## src/rtl/msp_div_cell.sv

```systemverilog
// ---------------------------------------------------------------------------
// msp_div_cell: one restoring division cell
// Try the divisor at one fixed weight, subtract when it fits, set that bit.
// ---------------------------------------------------------------------------
`default_nettype none

module msp_div_cell #(
	parameter int NW = 16,
	parameter int DW = 8,
	parameter int QW = 8,
	parameter int SH = 0
) (
	input  wire           clk,
	input  wire           en,
	input  wire  [NW-1:0] rem_i,
	input  wire  [DW-1:0] den_i,
	input  wire  [QW-1:0] q_i,
	output logic [NW-1:0] rem_o,
	output logic [DW-1:0] den_o,
	output logic [QW-1:0] q_o
);

	logic [NW-1:0] dsh;
	logic [NW:0]   diff;
	logic          ge;

	assign dsh  = NW'(den_i) << SH;
	assign diff = {1'b0, rem_i} - {1'b0, dsh};
	assign ge   = !diff[NW];

	always_ff @(posedge clk) begin
		if (en) begin
			rem_o <= ge ? diff[NW-1:0] : rem_i;
			den_o <= den_i;
			q_o   <= ge ? (q_i | (QW'(1) << SH)) : q_i;
		end
	end

endmodule

`default_nettype wire

```

## config.mk

```make
export PLATFORM = sky130hd
export DESIGN_NAME = msp_div_cell
export DESIGN_NICKNAME = d
export VERILOG_FILES = /design/src/rtl/msp_div_cell.sv
export SDC_FILE = /design/constraint.sdc
export NUM_CORES = 1
export LEC_CHECK = 0
export ABC_CLOCK_PERIOD_IN_PS = 2400
export CAP_MARGIN = 15
export CORE_MARGIN = 2
export CORE_UTILIZATION = 40
export DETAILED_ROUTE_END_ITERATION = 16
export DONT_BUFFER_PORTS = 1
export HOLD_SLACK_MARGIN = 0.12
export PLACE_DENSITY = 0.52
export SYNTH_ARGS = -nofsm -noshare
export SYNTH_HDL_FRONTEND = slang
export SYNTH_SLANG_ARGS = --single-unit
```

## constraint.sdc

```tcl
create_clock -name clk -period 2.4 [get_ports clk]
set_input_delay 0.48 -clock clk [delete_from_list [all_inputs] [get_ports clk]]
set_output_delay 0.48 -clock clk [all_outputs]
set_load 0.02 [all_outputs]
```

# [Yosys cells after proc, flatten, opt, wreduce, memory -nomap -nowiden]
# Index checks and enable logic that the tools add are counted.
# Widths: inputs -> output; s select.
[word_totals] reg_bits=32 inputBits=34 out_inout_bits=32
[op_classes] muxes=1 addsub=1
[op_table] cell="$sub 16x8->17" n=1
[op_table] cell="$mux 16" n=1

# [Depth between registers and ports, before layout]
[depth] word_depth=2 depth_mapped=9

# [Worst setup path after synthesis]
# Ideal clock, no wire load.
[synth_timing] path_type="input to register" start="input rem_i[0]" end="register rem_o[14], data pin" cell_stages=8 required_time_ps=2140 setup_slack_ps=-10 path_buffers=0 arrival_ps=2151 cell_sequence="inv_1 ha_1 fa_1 nand2b_1 a211oi_2 nor2_1 nand2_1 mux2_2"
[synth_via] elab_chain_len=2
[synth_lines] element="start, declared" line_no="15" text="input wire [NW-1:0] rem_i,"
[synth_lines] element="$sub 16x8->17" line_no="28" text="assign diff = {1'b0, rem_i} - {1'b0, dsh};"
[synth_lines] element="$mux 16" line_no="33" text="rem_o <= ge ? diff[NW-1:0] : rem_i;"
[synth_lines] element="end signal, assigned" line_no="33"
[synth_lines] element="end, declared" line_no="18" text="output logic [NW-1:0] rem_o,"
# No other way between the ends.
# A chain may end at the register's enable or synchronous reset.

# [Worst setup path in the final report]
[layout_timing] start="input den_i[1]" end="register rem_o[15], data pin"
[layout_via] elab_chain_len=2
[layout_lines] element="start, declared" line_no="16" text="input wire [DW-1:0] den_i,"
[layout_lines] element="$sub 16x8->17" line_no="28"
[layout_lines] element="$mux 16" line_no="33"
# No other way between the ends.

==> results.cfg <==
[sta]
drv_slew = 0
max_slew_margin_pct = 60.2
period_share_pct = 85.7
setup_tns_ns = 0
hold_violations = 0
post-route-min-period_ns = 2.06
max_freq_mhz = 486
tightest_slew_ns = 0.596
setup_viol = 0
rsz0062_at_grt = false

[critical_path]
critPathKind = in2reg
required_ns = 2.44
worstPathMaxFanout = 5
start_kind = input pin
crit_arrival_ns = 2.09
cp-end-kind = flop

[placed_design]
port_buffers = 0
hpwl_mm = 2.33
placed_area_mm2 = 0.00179
gp_congestion = 0.850

[yosys]
synth_nets = 174
syn_avg_cell_area_um2 = 12.7
syn-instance-count = 131
yosysWarningCount = 0
synth_cell_types = 31
syn-cell-area_mm2 = 0.00166
ys_ff_latch = 32
ys_seq_area_share_pct = 57.7

[final_layout]
multiInputGateArea_um2 = 667
layout_common_cells = edfxtp_1, inv_1, nand2_1
fin_nets = 188
diodes = 0
syn2layout_area_growth_pct = 12.6
seq_area_um2 = 961
stdcell_area_mm2 = 0.00187
fill_cells = 354
final_common_cell = edfxtp_1
drive_gt1_share_pct = 17.8

[job]
drv_cap = 0

[clocking]
clock_sinks = 32
postCtsSetupRepairBufs = 0
h-tree-depth = 2
clk_pin_slew_ns = 0.07
cts_buffers = 5
cts_root_buf = clkbuf_8
clock_path_buffers = 2
ctsResizeCount = 0
cts_tree = yes
postCtsHoldBufs = 0

[detailed_routing]
wirelength_mm = 3.03
dr.first_iter.drc_count = 61
final_antenna_net_count = 0
drc = 0
via_per_inst = 5.27
wire_per_inst_um = 15.4
vias = 1032
first_pass_iters = 4

[floorplanning]
rows = 23
start_util_pct = 41.6
die_width_um = 68.5
die_h_um = 68.5
dieArea_mm2 = 0.00469
io_pins = 66
coreArea_mm2 = 0.00400

[global_route]
grtUsageTotal_pct = 14.2
grt.overflow.total = 0
grt_pass1_vias = 1076
grt_max_degree = 33
antenna_found_initial = 0
grt_pass1_wl_mm = 4.80

[min_path]
hold_path_depth = 0
hold_class = in2reg

[power_and_ir_drop]
peakVddDrop_v = 0.000327
power_density_mw_per_mm2 = 702
leakagePower_nw = 0.733

[status]
status = completed
[layer usage]
metal | vias up | wire, um | part of all wire [%] | GRT usage [%]
met3 | 6 | 319 | 11 | 7.14
li1 | 511 | - | - | -
met5 | - | 0 | 0 | 0
met4 | 0 | 51 | 1.7 | 6.00
met2 | 53 | 1380 | 46 | 22.6
met1 | 462 | 1270 | 42 | 16.1
[sequential cells by signal, summed over array words and instances (netlist names)]
| name | count |
|---|---|
| den_o | 8 |
| rem_o | 16 |
| q_o | 8 |
[Yosys cell counts]
library cell,n,area share [%]
fa_1,1,1.2
mux2_1,1,0.68
a21o_1,5,2.3
a211oi_2,1,0.75
mux2i_1,1,0.60
nand2_1,10,2.3
buf_2,1,0.30
nor4bb_1,1,0.60
o21ai_1,1,0.30
nor4b_4,1,1.4
inv_1,11,2.5
nand3_1,4,1.2
a211oi_1,2,0.90
a21oi_1,8,2.4
nand3b_4,1,1.2
nor3_4,1,0.98
nor2_1,6,1.4
o21ai_0,9,2.7
or3_4,2,1.4
nor3_1,1,0.30
edfxtp_1,32,58
nor2b_1,3,1.1
nor2_4,1,0.68
xor2_1,5,2.6
ha_1,8,6.0
nand2b_1,4,1.5
o211ai_1,1,0.45
nor4_1,3,1.1
o2111ai_1,1,0.53
xnor2_1,3,1.6
mux2_2,2,1.4
[through the flow]
stage | util, % | cells | hold slack [ns] | power (mW) | setup slack [ns]
finish | 46.9 | 196 | 0.287 | 1.32 | 0.343
global route | 46.9 | 196 | 0.272 | 1.39 | 0.235
CTS | 46.9 | 196 | 0.278 | 1.34 | 0.335
detailed placement | 44.8 | 188 | 0.579 | 0.942 | 0.0318
global placement | 44.8 | 188 | 0.579 | 0.940 | 0.0572
floorplan | - | 131 | 0.579 | 0.901 | 0.0270
[layout make-up]
cell class,instances,share of cell area (%)
Clock buffer,5,3.67
Clock inverter,3,0.734
Inverter,11,2.20
Multi-Input combinational cell,87,35.6
Sequential cell,32,51.3
Tap cell,50,3.34
Timing Repair Buffer,8,3.20
[power breakdown]
part | switching, mW | internal [mW] | total [mW]
Sequential | 0.0895 | 0.690 | 0.779
Clock | 0.192 | 0.196 | 0.389
Combinational | 0.0778 | 0.0706 | 0.148
[final timing paths]
path / from / to / slack [ns]
hold / removal: den_i[1] / den_o[1]$_DFFE_PP_ / 0.29
setup / recovery: den_i[1] / rem_o[15]$_DFFE_PP_ / 0.34
[worst max-delay path, stage by stage]
cell and delay (ns):
inv_1 0.02, ha_1 0.25, nor2b_1 0.14, o2111ai_1 0.29, a21oi_1 0.26, nor4b_4 0.30
mux2_1 0.35
[cells by family (layout without fill, tap and decap cells)]
| group | Yosys count | count (layout) | share of synthesized area, % |
|---|---|---|---|
| buf+inv | 12 | 27 | 2.78 |
| flops | 32 | 32 | 57.7 |
| compound gates | 28 | 28 | 10.3 |
| simple gates | 38 | 38 | 15.1 |
| mux | 4 | 4 | 2.63 |
| xor+xnor | 8 | 8 | 4.21 |
| fa+ha+maj | 9 | 9 | 7.22 |
(Power assumes the default switching activity.)
