**src/rtl/msp_sqrt_cell.sv**
```systemverilog
// ---------------------------------------------------------------------------
// msp_sqrt_cell: one digit of the integer square root
// Settle one root bit per cell with the shift-and-subtract recurrence.
// ---------------------------------------------------------------------------
`default_nettype none

module msp_sqrt_cell #(
	parameter int W   = 16,
	parameter int IDX = 0
) (
	input  wire          clk,
	input  wire          en,
	input  wire  [W-1:0] num_i,
	input  wire  [W-1:0] res_i,
	output logic [W-1:0] num_o,
	output logic [W-1:0] res_o
);

	logic [W-1:0] bitv;
	logic [W:0]   trial;
	logic         ge;

	assign bitv  = W'(1) << (2 * IDX);
	assign trial = {1'b0, res_i} + {1'b0, bitv};
	assign ge    = {1'b0, num_i} >= trial;

	always_ff @(posedge clk) begin
		if (en) begin
			num_o <= ge ? (num_i - trial[W-1:0]) : num_i;
			res_o <= ge ? ((res_i >> 1) + bitv) : (res_i >> 1);
		end
	end

endmodule

`default_nettype wire

```
**config.mk**
```make
export PLATFORM = sky130hd
export DESIGN_NAME = msp_sqrt_cell
export DESIGN_NICKNAME = d
export VERILOG_FILES = /design/src/rtl/msp_sqrt_cell.sv
export SDC_FILE = /design/constraint.sdc
export NUM_CORES = 1
export LEC_CHECK = 0
export ABC_AREA = 1
export BUFFER_PORTS_ARGS = -buffer_cell sky130_fd_sc_hd__buf_2
export CAP_MARGIN = 20
export CORE_AREA = 5 5 76 106
export DETAILED_ROUTE_END_ITERATION = 8
export DIE_AREA = 0 0 81 111
export PLACE_DENSITY = 0.64
export SYNTH_ARGS = -nofsm -noshare
export SYNTH_HDL_FRONTEND = slang
export SYNTH_SLANG_ARGS = --single-unit
export TNS_END_PERCENT = 20
```
**constraint.sdc**
```tcl
create_clock -name clk -period 6.04 [get_ports clk]
set_input_delay 0.604 -clock clk [delete_from_list [all_inputs] [get_ports clk]]
set_output_delay 0.604 -clock clk [all_outputs]
set_load 0.02 [all_outputs]
```
* After elaboration in Yosys (flattened, before gate mapping) *
Index checks and enable logic that the tools add are counted.

storage, ports and cells
  register bits = 32
  logic and storage cells = 9

operators by class
  add/sub/neg operators = 3
  $lt $le $gt $ge = 1
  multiplexer cells = 2

operator list
  cell                                           count
  adder 16 x 1 -> 17 bit, second input constant  1
  greater-or-equal comparator 16 x 17 -> 1 bit   1
  adder 15 x 1 -> 16 bit, second input constant  1
  two-way mux 16 bit                             1
  subtractor 16 bit                              1
  two-way mux 15 bit                             1

* Depth between registers and ports, before layout *
Gate-level depths: netlist (run 1).

  depth after elaboration = 3
  gate-level depth with buffers = 19

* Least setup slack after synthesis (run 1) *
No wires, ideal clock.

  path kind = input to register
  start = input res_i[1]
  end = register res_o[11], data pin
  setup time = 0.253 ns
  arrival time = 2.799 ns
  setup slack = 2.988 ns
  cell stages on the path = 17
  path buffers = 1
  cell sequence = ha_1 nand3_1 nor2_1 nand3_1 xnor2_1 mux2i_1 ha_1 nand2_1 nor2_1 nand2_1 o21ai_1 nand2_2 nand2_2 inv_4 buf_4 nand3_1 nand2_1

between the ends
  cells in the longest elaborated chain, start to end = 3
  elaborated cells on any way between the ends = 4

ends and longest elaborated chain
  item                                          RTL line  text
  start, declared                               14        input wire [W-1:0] res_i,
  adder 16 x 1 -> 17 bit                        24        assign trial = {1'b0, res_i} + {1'b0, bitv};
  greater-or-equal comparator 16 x 17 -> 1 bit  25        assign ge = {1'b0, num_i} >= trial;
  two-way mux 15 bit *                          30        res_o <= ge ? ((res_i >> 1) + bitv) : (res_i >> 1);
  end signal, assigned                          30
  end, declared                                 16        output logic [W-1:0] res_o

Mark *: on every way between the ends. The rest lies on a longest branch, timed or not.
A chain may end at the register's enable or synchronous reset.

* Worst setup path in the final report (run 1) *
  start = input res_i[1]
  end = register res_o[14], data pin

The elaborated chain is that of the path after synthesis.

==> results_dict.tcl, run 1 <==
set metrics [dict create \
    hp-start "num_i[0]" \
    grtUsageMet3 0.03171 \
    cts_root_buf "clkbuf_8" \
    port_buffers 65 \
    max-vdd-ir-drop_mv 0.07745 \
    grt_first_pass_wirelength_mm 13.24 \
    final_area_mm2 0.003475 \
    pwr-share-seq 0.391 \
    status "complete, no violations" \
    p_comb_frac 0.387 \
    final_common_cell "nand2_1" \
    slew_violations 0 \
    htree_num_levels 2 \
    synth_enable_flop_cells 32 \
    swShare 0.3798 \
    syn2layout_area_growth_pct 13.90 \
    clock_sinks 32 \
    synthCells 431 \
    n_antenna_cell 0 \
    antenna_found_initial 0 \
    ys_warn_count 0 \
    via_per_inst 4.966 \
    final.setup.tns_ns 0 \
    nNetsFinal 543 \
    worst_setup_path_end_kind "flop" \
    use_met1 0.2099 \
    overflow 0 \
    ios 66 \
    fmax_ghz 0.2673 \
    synth-xor-area-share 0.09762 \
    critPathKind "in2reg" \
    relSlewSlack 0.5211 \
    dp_cells 578 \
    path_clk_slew_ns 0.07 \
    track_usage 0.1908 \
    synth.net_count 484 \
    synth_cell_types 33 \
    min_path_cells 3 \
    dieArea_mm2 0.008991 \
    fill_cells 753 \
    busiest_layer "met2" \
    fin_ws_ns 2.299 \
    netlist_area_mm2 0.003050 \
    synth_seq_area_share 0.3150 \
    routed-via-count 2910 \
    whs_ns 0.6261 \
    hold_violations 0 \
    avgSynthCellArea_um2 7.078 \
    hold_path_class "in2reg" \
    drt_wl_total_mm 8.178 \
    post_cts_buffers 0 \
    layout_common_cells "153 x nand2_1, 65 x buf_2, 62 x nand3_1, 49 x inv_1, 32 x edfxtp_1" \
    tightestPinTransition_ns 0.7184 \
    critPathLaunchType "input pin" \
    async_flop_share 0 \
    cts_tree "built" \
    p_sw_uw 280.9 \
    core_area_mm2 0.006937 \
    synth-compound-area-share 0.02707 \
    required_ns 6.19 \
    firstDrtPassIters 5 \
    crit_path_max_fanout 32 \
    layout-drive-gt1-share 0.1711 \
    period_minus_slack_ns 3.741 \
    wl_per_cell_um 13.96 \
    die_x_um 81 \
    min_to "num_o[0]$_DFFE_PP_" \
    synth_top_family_by_area "simple AND/OR/NAND/NOR gates" \
    cp.arrival_ns 3.89 \
    rows 36 \
    power_uw 739.4 \
    synthSimpleGateAreaFrac 0.3790 \
    clkPwrFrac 0.222 \
    hold_buffers 0 \
    place_congestion 0.9169 \
    placed_area_mm2 0.003395 \
    grt_max_degree 33 \
    seq_area_um2 960.9 \
    power.density_mw_per_mm2 212.8 \
    synth_fa_ha_area_frac 0.08039 \
    grt_pass1_vias 2932 \
    drcViolationCount 0 \
    fin_cells 586 \
    period_share 0.6194 \
    intPower_uw 458.6 \
    drt_iter0_markers 125 \
    cap_violations 0 \
    final_util 0.5009 \
    cts_buffers 5 \
    synthMuxAreaShare 0.003281 \
    multi_input_area_mm2 0.001792 \
    ant_nets 0 \
    rsz0062_at_grt "false" \
    leakage_nw 1.776 \
    place_hpwl_mm 6.526 \
    synth-seq-cells 32 \
    ys.flop_type "edfxtp_1" \
    dp_worst_setup_slack_ns 2.011 \
    met2_usage 0.3275 \
    setup_viol 0 \
    clock_path_buffers 2 \
    die_h_um 111 \
    cts_resized 0 \
    start_util 0.4398 \
]
## power by group through the flow
stage / clock network (mW) / logic, mW / registers, mW
finish: 0.164 / 0.286 / 0.289
detailed placement: 0 / 0.286 / 0.294
global placement: 0 / 0.284 / 0.293
floorplan: 0 / 0.167 / 0.334
CTS: 0.165 / 0.288 / 0.289
global route: 0.177 / 0.322 / 0.291
## worst max path at each step
stage / startpoint / end / slack, ns
2_1_floorplan: res_i[1] / res_o[11]$_DFFE_PP_ / 2.99
3_5_place_dp: res_i[1] / res_o[14]$_DFFE_PP_ / 2.01
5_1_grt: res_i[1] / res_o[14]$_DFFE_PP_ / 2.01
6_report: res_i[1] / res_o[14]$_DFFE_PP_ / 2.30
3_3_place_gp: res_i[1] / res_o[14]$_DFFE_PP_ / 2.14
4_1_cts: res_i[1] / res_o[14]$_DFFE_PP_ / 2.31
## per-layer routing
metal	routed length [um]	part of all wire
met1	3217	0.39
met2	4136	0.51
met3	407	0.050
met4	416	0.051
met5	0	0
## synth_stat cells (3+ instances only)
master,number,share of area
nand2_1,153,0.19
nand3_1,62,0.10
inv_1,49,0.060
edfxtp_1,32,0.32
nor2_1,28,0.034
xor2_1,21,0.060
ha_1,18,0.074
xnor2_1,13,0.037
a21oi_1,10,0.016
buf_4,7,0.017
nand4_1,6,0.012
nand2_2,5,0.010
buf_6,3,0.011
## flip-flops by register name (all words and copies together), names as in the netlist
register and count:
num_o 16, res_o 16
## logic make-up after synthesis
family | after synthesis
simple gates | 265
flops | 32
fa+ha+maj | 19
mux | 1
xor+xnor | 34
buf+inv | 65
compound gates | 15
## worst max-delay path, stage by stage
cell and delay [ns]:
buf_2 0.13, ha_1 0.24, nand3_1 0.14, nor2_1 0.32
nand3_1 0.15, xnor2_1 0.24, mux2i_1 0.13, ha_1 0.37
nand2_1 0.11, nor2_1 0.35, nand3_4 0.40, nand2_4 0.45
nand2_1 0.09, nand2_1 0.12
## final cells by class
cell class | count | share of cell area
flip-flops and latches | 32 | 0.2766
inverters | 52 | 0.05690
clock buffers | 7 | 0.02197
clock inverters | 1 | 0.001080
well taps | 95 | 0.03421
multi-input cells | 334 | 0.5157
repair buffers | 65 | 0.09363
No activity file was read; power rests on OpenSTA's default activity.
==> inputs of run 2 (changes only) <==
Settings changed: PLACE_DENSITY 0.64 to 0.66.
Clock period 6.04 ns to 3.2 ns, I/O delays scaled along.
==> results_dict.tcl, run 2 (synthesis results as in run 1) <==
set metrics [dict create \
    status "complete, no violations" \
    dieArea_mm2 0.008991 \
    cp-startpoint "res_i[1]" \
    leakage_nw 1.847 \
    firstDrtPassIters 5 \
    power.density_mw_per_mm2 394.5 \
    place_hpwl_mm 7.018 \
    core_area_mm2 0.006937 \
    whs_ns 0.3413 \
    place_congestion 0.9093 \
    clock_path_buffers 2 \
    cap_violations 0 \
    die_x_um 81 \
    hold_path_class "in2reg" \
    grt_first_pass_wirelength_mm 14.24 \
    overflow 0 \
    syn2layout_area_growth_pct 17.27 \
    slew_violations 0 \
    relSlewSlack 0.4906 \
    routed-via-count 2948 \
    max-vdd-ir-drop_mv 0.1667 \
    setup_viol 0 \
    period_share 0.9113 \
    track_usage 0.2052 \
    rows 36 \
    critPathLaunchType "input pin" \
    top_regs "num_o (16), res_o (16)" \
    start_util 0.4398 \
    n_antenna_cell 0 \
    required_ns 3.23 \
    final_common_cell "nand2_1" \
    layout_common_cells "153 x nand2_1, 65 x buf_2, 62 x nand3_1, 49 x inv_1, 32 x edfxtp_1" \
    clock_sinks 32 \
    critPathKind "in2reg" \
    grt_max_degree 33 \
    hold_violations 0 \
    fill_cells 733 \
    cts_buffers 5 \
    seq_area_um2 960.9 \
    drcViolationCount 0 \
    endpoint "num_o[8]$_DFFE_PP_" \
    cp.arrival_ns 2.95 \
    die_h_um 111 \
    layout-drive-gt1-share 0.1964 \
    cts_resized 0 \
    worst_setup_path_end_kind "flop" \
    via_per_inst 4.922 \
    dp_cells 592 \
    ios 66 \
    drt_wl_total_mm 8.707 \
    antenna_found_initial 0 \
    rsz0062_at_grt "false" \
    multi_input_area_mm2 0.001792 \
    grt_pass1_vias 3085 \
    port_buffers 65 \
    fin_cells 599 \
    post_cts_buffers 0 \
    final.setup.tns_ns 0 \
    power_mw 1.411 \
    hold_buffers 0 \
    cts_root_buf "clkbuf_8" \
    wl_per_cell_um 14.54 \
    ant_nets 0 \
    nNetsFinal 557 \
    htree_num_levels 2 \
    crit_path_max_fanout 31 \
    period_minus_slack_ns 2.916 \
    tightestPinTransition_ns 0.7642 \
    fmax_ghz 0.3429 \
    path_clk_slew_ns 0.07 \
    cts_tree "built" \
    drt_iter0_markers 127 \
]
run 2: cell type report:
class                           instances  area share
Clock buffer                            6     0.02029
Multi-Input combinational cell        334      0.5009
Tap cell                               95     0.03323
Timing Repair Buffer                   79      0.1203
Inverter                               52     0.05526
Sequential cell                        32      0.2686
Clock inverter                          1    0.001399
run 2: where the power goes:
part | switching, mW | internal [mW] | total, mW
sequential | 0.0113 | 0.534 | 0.545
clock | 0.160 | 0.148 | 0.307
combinational | 0.365 | 0.193 | 0.559
run 2: per-stage QoR:
stage          area (um2)  setup slack, ns  utilization
3_5_place_dp         3500          0.02641       0.5045
6_report             3577           0.2840       0.5157
2_1_floorplan        3050           0.4323            -
3_3_place_gp         3500          0.05070       0.5045
4_1_cts              3577           0.3295       0.5157
5_1_grt              3577         0.004895       0.5157
run 2: routing by layer:
layer / vias to the layer above / GRT usage / wire, um
met3: 25 / 0.02520 / 344
met2: 75 / 0.3653 / 4610
met5: - / 0 / 0
met1: 1321 / 0.2257 / 3381
li1: 1527 / - / -
met4: 0 / 0.1172 / 369
run 2: critical path, cell delays in order:
cell and delay [ns]:
buf_2 0.13, ha_1 0.17, inv_1 0.06, nor2_2 0.28, nand2_1 0.13, xor2_1 0.34, ha_1 0.35, nand2_1 0.08
nand2_1 0.06, a21oi_1 0.15, nand3_1 0.23, nand3_4 0.17, nand2_4 0.23, nand2_1 0.14, nand2_1 0.10
run 2: how the worst min path moves through the flow:
stage	from	end	slack [ns]	cells after the start
2_1_floorplan	en	num_o[0]$_DFFE_PP_	0.43	0
3_3_place_gp	num_i[0]	num_o[0]$_DFFE_PP_	0.65	3
3_5_place_dp	num_i[6]	num_o[6]$_DFFE_PP_	0.65	3
4_1_cts	num_i[3]	num_o[3]$_DFFE_PP_	0.34	3
5_1_grt	num_i[13]	num_o[13]$_DFFE_PP_	0.35	3
6_report	num_i[3]	num_o[3]$_DFFE_PP_	0.34	3
