**config.mk**
```make
export PLATFORM = sky130hd
export DESIGN_NAME = msp_delay
export DESIGN_NICKNAME = d
export VERILOG_FILES = /design/src/rtl/msp_delay.sv
export SDC_FILE = /design/constraint.sdc
export NUM_CORES = 1
export LEC_CHECK = 0
export BUFFER_PORTS_ARGS = -buffer_cell sky130_fd_sc_hd__buf_4
export CORE_AREA = 2 2 39 41
export DETAILED_ROUTE_END_ITERATION = 16
export DIE_AREA = 0 0 41 43
export PLACE_DENSITY = 0.66
export SETUP_SLACK_MARGIN = 0.05
export SLEW_MARGIN = 20
export SYNTH_ARGS = -nofsm -noshare
export SYNTH_HDL_FRONTEND = slang
export SYNTH_SLANG_ARGS = --single-unit
```
**constraint.sdc**
```tcl
create_clock -name clk -period 0.84 [get_ports clk]
set_input_delay 0.168 -clock clk [delete_from_list [all_inputs] [get_ports clk]]
set_output_delay 0.168 -clock clk [all_outputs]
set_load 0.02 [all_outputs]
```
**src/rtl/msp_delay.sv**
```systemverilog
// ---------------------------------------------------------------------------
// msp_delay: payload delay line
// Fixed-length shift line that keeps side data aligned with the cell chains.
// ---------------------------------------------------------------------------
`default_nettype none

module msp_delay #(
	parameter int W = 8,
	parameter int N = 2
) (
	input  wire          clk,
	input  wire          en,
	input  wire  [W-1:0] d_i,
	output logic [W-1:0] d_o
);

	logic [W-1:0] line_q [N];

	always_ff @(posedge clk) begin
		if (en) begin
			line_q[0] <= d_i;
			for (int i = 1; i < N; i++) begin
				line_q[i] <= line_q[i-1];
			end
		end
	end

	assign d_o = line_q[N-1];

endmodule

`default_nettype wire

```
After elaboration in Yosys (flattened, before gate mapping)
Memories as Yosys holds them, arrays and structs flattened.
Index checks and enable logic that the tools add are counted.
- logic and storage cells: 3
- output and inout port bits: 8
- bits in writable memories: 16
- memories kept: 1
- flip-flop bits (word level): 0
- input port bits: 10
- mux-type cells: 2
- memory list (memory ; depth ; bits a word ; rd ports ; clocked after memory_dff ; wr ports ; RTL line ; source):
    line_q ; 2 ; 8 ; 2 ; 0 ; 2 ; 17 ; logic [W-1:0] line_q [N];
- operators by type and width (kind ; count):
    $mux W1 ; 2

Logic depth before layout (Yosys ltp)
Gate-level depths: netlist (run 1).
- depth after elaboration: 2
- gate-level depth with buffers: 1

Worst setup path before layout (run 1)
OpenSTA, ideal clock, no wires.
- path type: reg2out
- start: mem line_q[1][0], in the netlist line_q[0][8]
- end: out d_o[0]
- stages on the path, launching flop included: 2
- data required time: 0.672 ns
- arrival: 0.490 ns
- path slack: 0.182 ns
- cell sequence: edfxtp_1 buf_4
- RTL lines (what ; RTL line ; source):
    start, declared ; 17 ;
    end, declared ; 14 ; output logic [W-1:0] d_o

==> results.tsv, run 1 <==
metric	value	unit
status	finished with violations	
failing checks	negative setup slack	
Clock Power Share	0.257	
FFs w/ async S/R, synth	0	
fin nets	48	
setup slack after layout	-0.141	ns
Die Y	43	µm
PwrDens	2150	mW/mm²
vias in the first global route	217	
Top reg by flops	line_q	
Overflow after GRT	0	
Psw	0.281	mW
cts bufs inserted	3	
first-pass GRT wire length	897	µm
Fillers	133	
crit end category	output pin	
Worst setup SP type	flip-flop	
worst rel slew slack	0.874	
1st-pass router iterations	3	
Gate Count Post-Synth	24	
pin count of the biggest net entering global routing	17	
path type of the worst setup path	reg -> out	
hold buffers post-CTS	0	
Post-Route WL	526	µm
Sw Ratio	0.191	
worst r2r src	line_q[0][2]	
synthesis-to-layout area growth	26.6	%
max cap viols	0	
io pins	18	
Pint	1.19	mW
Yosys reg bits	16	
hold path endpoint	line_q[0][1]	
mapped cell area	541	µm²
Worst Tran Pin Value	0.189	ns
Clock Skew	0.00425	ns
Reg clk slew, reported paths	0.08	ns
min-delay src	d_i[1]	
final setup TNS	-1.02	ns
Overall Global Routing Usage	0.0826	
Synth top area share	0.889	
dominant cell type by area after synthesis	edfxtp_1	
comb_multi_in	0	
P_leak	0.264	nW
Peak VDD IR	1.02	mV
CP cell instances	buf_6	
# rows	14	
Post-Route Utilization	0.495	
r2r endpoint	line_q[0][10]	
total power	1.47	mW
Iteration-0 DRC Markers	4	
Most used DFF post-synth	edfxtp_1	
Final min period	0.981	ns
number of post-CTS setup repair buffers	0	
biggest regs	line_q (16)	
share of layout cells above drive strength 1	0.541	
vias per inst	4.11	
Worst Hold Depth	1	
worst path buffer plus inverter count	1	
RSZ-0062 raised after global routing	yes	
Syn Nets	34	
Slew Limit Fails	0	
YS warnings	0	
Multi-input gate area	0	µm²
final hold vios	0	
cell family with most CP delay	flip-flops	
clk buf depth	2	
Critical Path RT	0.67	ns
antenna fix cells	0	
post-route ant nets	0	
Initial Utilization	0.391	
critical path arrival	0.81	ns
clock sinks	16	
Max Clk Rate	1020	MHz
H-tree depth	1	
Worst-Skew Late Latency	0.27	ns
period utilization	1.17	
CP max stage delay	0.40	ns
most common cell in the netlist	edfxtp_1	
Post-synth EDFFs	16	
WL/cell	9.92	µm
PortBufs	17	
drc violations	0	
final setup violation count	8	
Seq pwr share	0.656	
routed via count	218	
Largest register FFs	16	
Die Span X	41	µm
register area share after synthesis	0.889	
Post-synth top cells	edfxtp_1 (16), buf_4 (8)	
Root Buffer	clkbuf_4	
core area	0.00138	mm²
CP max-delay cell	edfxtp_1	
Synth area leaders	edfxtp_1 (89%), buf_4 (11%)	
Post-Place Worst Slack	0.147	ns
initial antenna violation count	0	
R2R setup slack	0.22	ns
Worst Reg-to-Reg Cells	0	
CTS tree	yes	
hold crit path type	in -> reg	
Placer Congestion	0.597	
Synth cell types	2	
Mean Syn Cell Area	22.5	µm²
combinational share of power	0.088	
crit path max fanout	1	
Die Area	0.00176	mm²
[worst max-delay path by stage]
| stage | from | cells past startpoint | slack, ns | endpoint |
|---|---|---|---|---|
| global route | line_q[0][12] | 1 | -0.19 | d_o[4] |
| CTS | line_q[0][10] | 1 | -0.16 | d_o[2] |
| finish | line_q[0][10] | 1 | -0.14 | d_o[2] |
| floorplan | line_q[0][8] | 1 | 0.18 | d_o[0] |
| detailed placement | line_q[0][10] | 1 | 0.15 | d_o[2] |
| global placement | en | 1 | 0.16 | line_q[0][15] |
[area by class of cell]
type                    count  area [µm²]  share of cell area
clock inverters             1        3.75             0.00548
clock buffers               3        22.5              0.0329
well taps                  16        20.0              0.0293
repair buffers             17         158               0.230
flip-flops and latches     16         480               0.702
[logic make-up after synthesis]
family   Yosys count  synth area share
flops             16             0.889
buf+inv            8             0.111
[power by group through the flow]
stage          registers (mW)  logic (mW)  clock network, mW
2_1_floorplan           0.974      0.0688                  0
3_3_place_gp            0.974       0.114                  0
3_5_place_dp            0.979       0.116                  0
4_1_cts                 0.964       0.127              0.398
5_1_grt                 0.971       0.138              0.437
6_report                0.964       0.129              0.377
[stage by stage]
| step | hold WS, ns | std cells | area [µm²] |
|---|---|---|---|
| 5_1_grt | 0.0383 | 53 | 684 |
| 2_1_floorplan | 0.267 | 24 | 541 |
| 3_3_place_gp | 0.347 | 49 | 628 |
| 6_report | 0.0651 | 53 | 684 |
| 3_5_place_dp | 0.347 | 49 | 628 |
| 4_1_cts | 0.0538 | 53 | 677 |
[layout by cell type (no fill, tap or decap)]
| cell | n |
|---|---|
| buf_4 | 9 |
| buf_6 | 8 |
| clkbuf_4 | 3 |
| clkinv_1 | 1 |
| edfxtp_1 | 16 |
[layer usage]
metal  global-route usage  part of all wire  vias to the layer above
met1               0.0923              0.32                       99
li1                     -                 -                      107
met5                    0                 0                        -
met4               0.0800                 0                        0
met3               0.0314              0.11                        0
met2                0.113              0.56                       12
[repair_timing]
| item | 4_1_cts | 5_1_grt |
|---|---|---|
| setup endpoints to repair | 8 | 8 |
| pin swaps | 0 | 0 |
| hold endpoints to repair | 0 | 0 |
| resized for setup | 6 | 2 |
Power figures use the tool's default switching activity.
==> run 2: changes to the inputs <==
--- a/config.mk
+++ b/config.mk
@@ -9,7 +9,7 @@
 export CORE_AREA = 2 2 39 41
 export DETAILED_ROUTE_END_ITERATION = 16
 export DIE_AREA = 0 0 41 43
-export PLACE_DENSITY = 0.66
+export PLACE_DENSITY = 0.63
 export SETUP_SLACK_MARGIN = 0.05
 export SLEW_MARGIN = 20
 export SYNTH_ARGS = -nofsm -noshare
==> run 2 against run 1 <==
- the run still ends with negative setup slack left
- clock skew shrank 0.0040 ns
- fmax grew 0.69%
- worst setup slack gained 0.0067 ns
- cell count shrank 1.9%
- sequential cell count is the same
- sequential power is essentially flat
- non-clock buffer count is the same
- first-iteration DRC count shrank 25%
- critical path type unchanged
==> results.tsv, run 2 (synthesized netlist as in run 1, its figures left out) <==
metric	value	unit	change
antenna fix cells	0		unchanged
Max Clk Rate	1030	MHz	+0.69%
hold crit path type	in -> reg		
vias in the first global route	207		-4.6%
CTS tree	yes		
commonest non-fill, non-tap cell in the layout	edfxtp_1		
Die Area	0.00176	mm²	unchanged
Critical Path RT	0.67	ns	about the same
share of layout cells above drive strength 1	0.556		+0.0150
Peak VDD IR	0.939	mV	-8.2%
worst path buffer plus inverter count	1		unchanged
io pins	18		unchanged
Placer Congestion	0.574		-3.8%
final hold vios	0		unchanged
failing checks	negative setup slack		
Post-Route WL	527	µm	+0.19%
Top reg by flops	line_q		
first-pass GRT wire length	752	µm	-16%
WL/cell	10.1	µm	+2.1%
Root Buffer	clkbuf_4		
most frequent cells in the layout	edfxtp_1 (16), buf_4 (9), buf_6 (8), clkbuf_4 (3)		
Slew Limit Fails	0		unchanged
Psw	0.277	mW	-1.4%
Fillers	118		-11%
Initial Utilization	0.391		unchanged
CP max stage delay	0.39	ns	about the same
Worst Tran Pin Value	0.192	ns	+0.00316 ns
Die Span X	41	µm	unchanged
R2R setup slack	0.22	ns	about the same
Clock Skew	0.000298	ns	-0.00396 ns
final setup TNS	-1.02	ns	+0.00373 ns
worst rel slew slack	0.872		-0.00211
CP cell instances	buf_6		
Overall Global Routing Usage	0.0762		-0.00644
CP max-delay cell	edfxtp_1		
PwrDens	2150	mW/mm²	-0.13%
r2r endpoint	line_q[0][10]		
cts bufs inserted	3		unchanged
critical path arrival	0.81	ns	about the same
worst r2r src	line_q[0][2]		
Worst Reg-to-Reg Cells	0		unchanged
max cap viols	0		unchanged
Largest register FFs	16		unchanged
pin count of the biggest net entering global routing	17		unchanged
biggest regs	line_q (16)		
initial antenna violation count	0		unchanged
min-delay src	d_i[2]		
setup slack after layout	-0.134	ns	+0.00674 ns
Post-Place Worst Slack	0.148	ns	+0.000847 ns
comb_multi_in	0		unchanged
Overflow after GRT	0		unchanged
P_leak	0.262	nW	-0.59%
Iteration-0 DRC Markers	3		-1
Worst path depth	1		unchanged
final setup violation count	8		unchanged
Final min period	0.974	ns	-0.00674 ns
clock sinks	16		unchanged
crit end category	output pin		
Clock Power Share	0.252		-0.005
fin nets	48		unchanged
synthesis-to-layout area growth	25.9	%	
drc violations	0		unchanged
PortBufs	17		unchanged
Reg clk slew, reported paths	0.08	ns	about the same
# rows	14		unchanged
path type of the worst setup path	reg -> out		
Worst-Skew Late Latency	0.27	ns	about the same
Multi-input gate area	0	µm²	unchanged
Worst Hold Depth	1		unchanged
Pint	1.18	mW	-0.51%
period utilization	1.16		-0.00802
Worst setup SP type	flip-flop		
crit path max fanout	1		unchanged
Seq pwr share	0.660		+0.004
status	finished with violations		
routed via count	209		-4.1%
Die Y	43	µm	unchanged
Sw Ratio	0.190		-0.00133
combinational share of power	0.088		about the same
hold path endpoint	line_q[0][2]		
core area	0.00138	mm²	unchanged
cell family with most CP delay	flip-flops		
vias per inst	4.02		-2.3%
clk buf depth	2		unchanged
H-tree depth	1		unchanged
1st-pass router iterations	3		unchanged
post-route ant nets	0		unchanged
RSZ-0062 raised after global routing	yes		
[run 2: layer usage]
metal,share of wire,GRT usage,up-vias
met3,0.083,0.0314,2
met1,0.37,0.0623,93
li1,-,-,104
met2,0.52,0.100,10
met4,0.021,0.120,0
met5,0,0,-
[run 2: timing repair]
item	CTS	global route
resized for setup	6	2
hold buffers	0	0
setup buffers	0	0
setup endpoints to repair	8	8
[run 2: area by class of cell]
cell class	count	area [µm²]	area share
Sequential cell	16	480	0.706
Timing Repair Buffer	17	158	0.232
Clock buffer	3	22.5	0.0331
Tap cell	16	20.0	0.0294
[run 2: stage by stage]
step	power, mW	utilization	instances	area, µm²	hold slack, ns
detailed placement	1.09	0.454	49	628	0.347
global placement	1.09	0.454	49	628	0.346
floorplan	1.04	-	24	541	0.267
CTS	1.47	0.486	52	673	0.0599
finish	1.46	0.492	52	681	0.0669
global route	1.52	0.492	52	681	0.0436
[run 2: worst max path at each step]
stage                       start            end  slack [ns]
floorplan            line_q[0][8]         d_o[0]        0.18
global placement               en   line_q[0][9]        0.16
detailed placement             en  line_q[0][10]        0.15
CTS                 line_q[0][14]         d_o[6]       -0.15
global route        line_q[0][15]         d_o[7]       -0.18
finish              line_q[0][14]         d_o[6]       -0.13
[run 2: power groups by stage]
| stage | Combinational [mW] | Sequential [mW] | Clock [mW] |
|---|---|---|---|
| after floorplan | 0.0688 | 0.974 | 0 |
| after global placement | 0.114 | 0.973 | 0 |
| after detailed placement | 0.116 | 0.978 | 0 |
| after CTS | 0.127 | 0.963 | 0.375 |
| after global routing | 0.136 | 0.970 | 0.414 |
| final | 0.129 | 0.964 | 0.367 |
==> run 3: changes to the inputs <==
--- a/config.mk
+++ b/config.mk
@@ -7,6 +7,7 @@
 export LEC_CHECK = 0
 export BUFFER_PORTS_ARGS = -buffer_cell sky130_fd_sc_hd__buf_4
 export CORE_AREA = 2 2 39 41
+export CTS_BUF_LIST = sky130_fd_sc_hd__clkbuf_16
 export DETAILED_ROUTE_END_ITERATION = 16
 export DIE_AREA = 0 0 41 43
 export PLACE_DENSITY = 0.63
==> run 3 against run 2 <==
- the run still ends with negative setup slack left
- sequential power increased by 0.4%
- critical endpoint unchanged
- largest power group unchanged
- clock power increased by 140%
- clock skew about the same
- critical path type unchanged
- critical path depth unchanged
- count of clock-buffer cells in the layout unchanged
- sequential cell count unchanged
- largest cell class unchanged
- global-route usage increased by 0.84 points
- first-iteration DRC count decreased by 33%
- highest routed layer unchanged
- register-to-register slack about the same
- worst setup slack improved by 0.042 ns
- core utilization increased by 3.8 points
- cell count unchanged
==> results.tsv, run 3 (synthesized netlist as in run 1, its figures left out) <==
metric	value	unit	change
status	finished with violations		
failing checks	negative setup slack		
Overflow after GRT	0		unchanged
P_leak	0.285	nW	+8.8%
Overall Global Routing Usage	0.0846		+0.00835
hold buffers post-CTS	0		unchanged
vias in the first global route	217		+4.8%
first-pass GRT wire length	821	µm	+9.2%
Multi-input gate area	0	µm²	unchanged
final hold vios	0		unchanged
H-tree depth	1		unchanged
Die Y	43	µm	unchanged
hold crit path type	in -> reg		
Worst setup SP type	flip-flop		
biggest regs	line_q (16)		
number of post-CTS setup repair buffers	0		unchanged
Reg clk slew, reported paths	0.04	ns	-0.04 ns
Worst Reg-to-Reg Cells	0		unchanged
Worst Tran Pin Value	0.188	ns	-0.00412 ns
share of layout cells above drive strength 1	0.556		unchanged
total power	1.97	mW	+35%
cts bufs inserted	3		unchanged
Post-Place Worst Slack	0.148	ns	unchanged
Critical Path RT	0.67	ns	about the same
Worst-Skew Late Latency	0.24	ns	-0.03 ns
Largest register FFs	16		unchanged
r2r endpoint	line_q[0][9]		
Max Clk Rate	1070	MHz	+4.5%
initial antenna violation count	0		unchanged
Post-Route WL	538	µm	+2.1%
synthesis-to-layout area growth	35.6	%	
PortBufs	17		unchanged
Worst path depth	1		unchanged
drc violations	0		unchanged
CP cell instances	buf_6		
Top reg by flops	line_q		
# rows	14		unchanged
WL/cell	10.3	µm	+2.1%
CP max-delay cell	edfxtp_1		
R2R setup slack	0.23	ns	about the same
Root Buffer	clkbuf_16		
clk buf depth	2		unchanged
Placer Congestion	0.574		unchanged
Slew Limit Fails	0		unchanged
crit end category	output pin		
worst path buffer plus inverter count	1		unchanged
routed via count	212		+1.4%
Initial Utilization	0.391		unchanged
cell family with most CP delay	flip-flops		
Die Area	0.00176	mm²	unchanged
max cap viols	0		unchanged
Peak VDD IR	0.929	mV	-1.0%
Die Span X	41	µm	unchanged
RSZ-0062 raised after global routing	yes		
Critical path destination	d_o[6]		
Critical Path Start	line_q[0][14]		
crit path max fanout	1		unchanged
Iteration-0 DRC Markers	2		-1
Final min period	0.932	ns	-0.0422 ns
1st-pass router iterations	2		-1
PwrDens	2690	mW/mm²	+25%
setup slack after layout	-0.0923	ns	+0.0422 ns
most frequent cells in the layout	edfxtp_1 (16), buf_4 (9), buf_6 (8), clkbuf_16 (3)		
post-route ant nets	0		unchanged
worst rel slew slack	0.875		+0.00275
fin nets	48		unchanged
Worst Hold Depth	1		unchanged
comb_multi_in	0		unchanged
CP max stage delay	0.38	ns	about the same
CTS tree	yes		
antenna fix cells	0		unchanged
Fillers	112		-5.1%
io pins	18		unchanged
path type of the worst setup path	reg -> out		
Clock Skew	0.000436	ns	+0.000139 ns
commonest non-fill, non-tap cell in the layout	edfxtp_1		
vias per inst	4.08		+1.4%
period utilization	1.11		-0.0502
core area	0.00138	mm²	unchanged
clock sinks	16		unchanged
final setup violation count	8		unchanged
pin count of the biggest net entering global routing	17		unchanged
critical path arrival	0.76	ns	-0.05 ns
worst r2r src	line_q[0][1]		
==> run 3: cell counts in the layout (fill, tap and decap cells not counted) <==
No cell type changed its count.
==> run 3: worst min path at each step <==
stage            from      endpoint  slack, ns
6_report       d_i[5]  line_q[0][5]       0.10
5_1_grt        d_i[5]  line_q[0][5]       0.09
4_1_cts        d_i[5]  line_q[0][5]        0.1
3_5_place_dp   d_i[5]  line_q[0][5]       0.35
3_3_place_gp   d_i[0]  line_q[0][0]       0.35
2_1_floorplan  d_i[0]  line_q[0][0]       0.27
==> run 3: where the power goes <==
| group | switching (mW) | total (mW) | internal [mW] |
|---|---|---|---|
| sequential | 0.0178 | 0.968 | 0.950 |
| clock | 0.253 | 0.874 | 0.621 |
| combinational | 0.0572 | 0.129 | 0.0714 |
| total | 0.328 | 1.97 | 1.64 |
==> run 3: through the flow <==
stage                      util  std cells  hold slack [ns]  cell area (µm²)  TNS, ns
after floorplan               -         24            0.267              541        0
after global placement    0.454         49            0.346              628        0
after detailed placement  0.454         49            0.347              628        0
after CTS                 0.524         52            0.100              726   -0.720
after global routing      0.530         52           0.0938              733   -0.866
final                     0.530         52            0.104              733   -0.665
==> run 3: final cells by class <==
type	count	area, µm²	share of cell area
Sequential cell	16	480	0.655
Timing Repair Buffer	17	158	0.215
Clock buffer	3	75.1	0.102
Tap cell	16	20.0	0.0273
==> run 3: routing by layer <==
metal  global-route usage  wire length (µm)  vias up
met3               0.0628                45        2
met1               0.0586               189       95
met5                    0                 0        -
li1                     -                 -      105
met2                0.119               292       10
met4                0.100                11        0
==> run 3: repair_timing <==
action                     CTS  global route
cloned                       0             0
setup endpoints to repair    8             8
gates resized for setup      6             2
pin swaps                    0             0
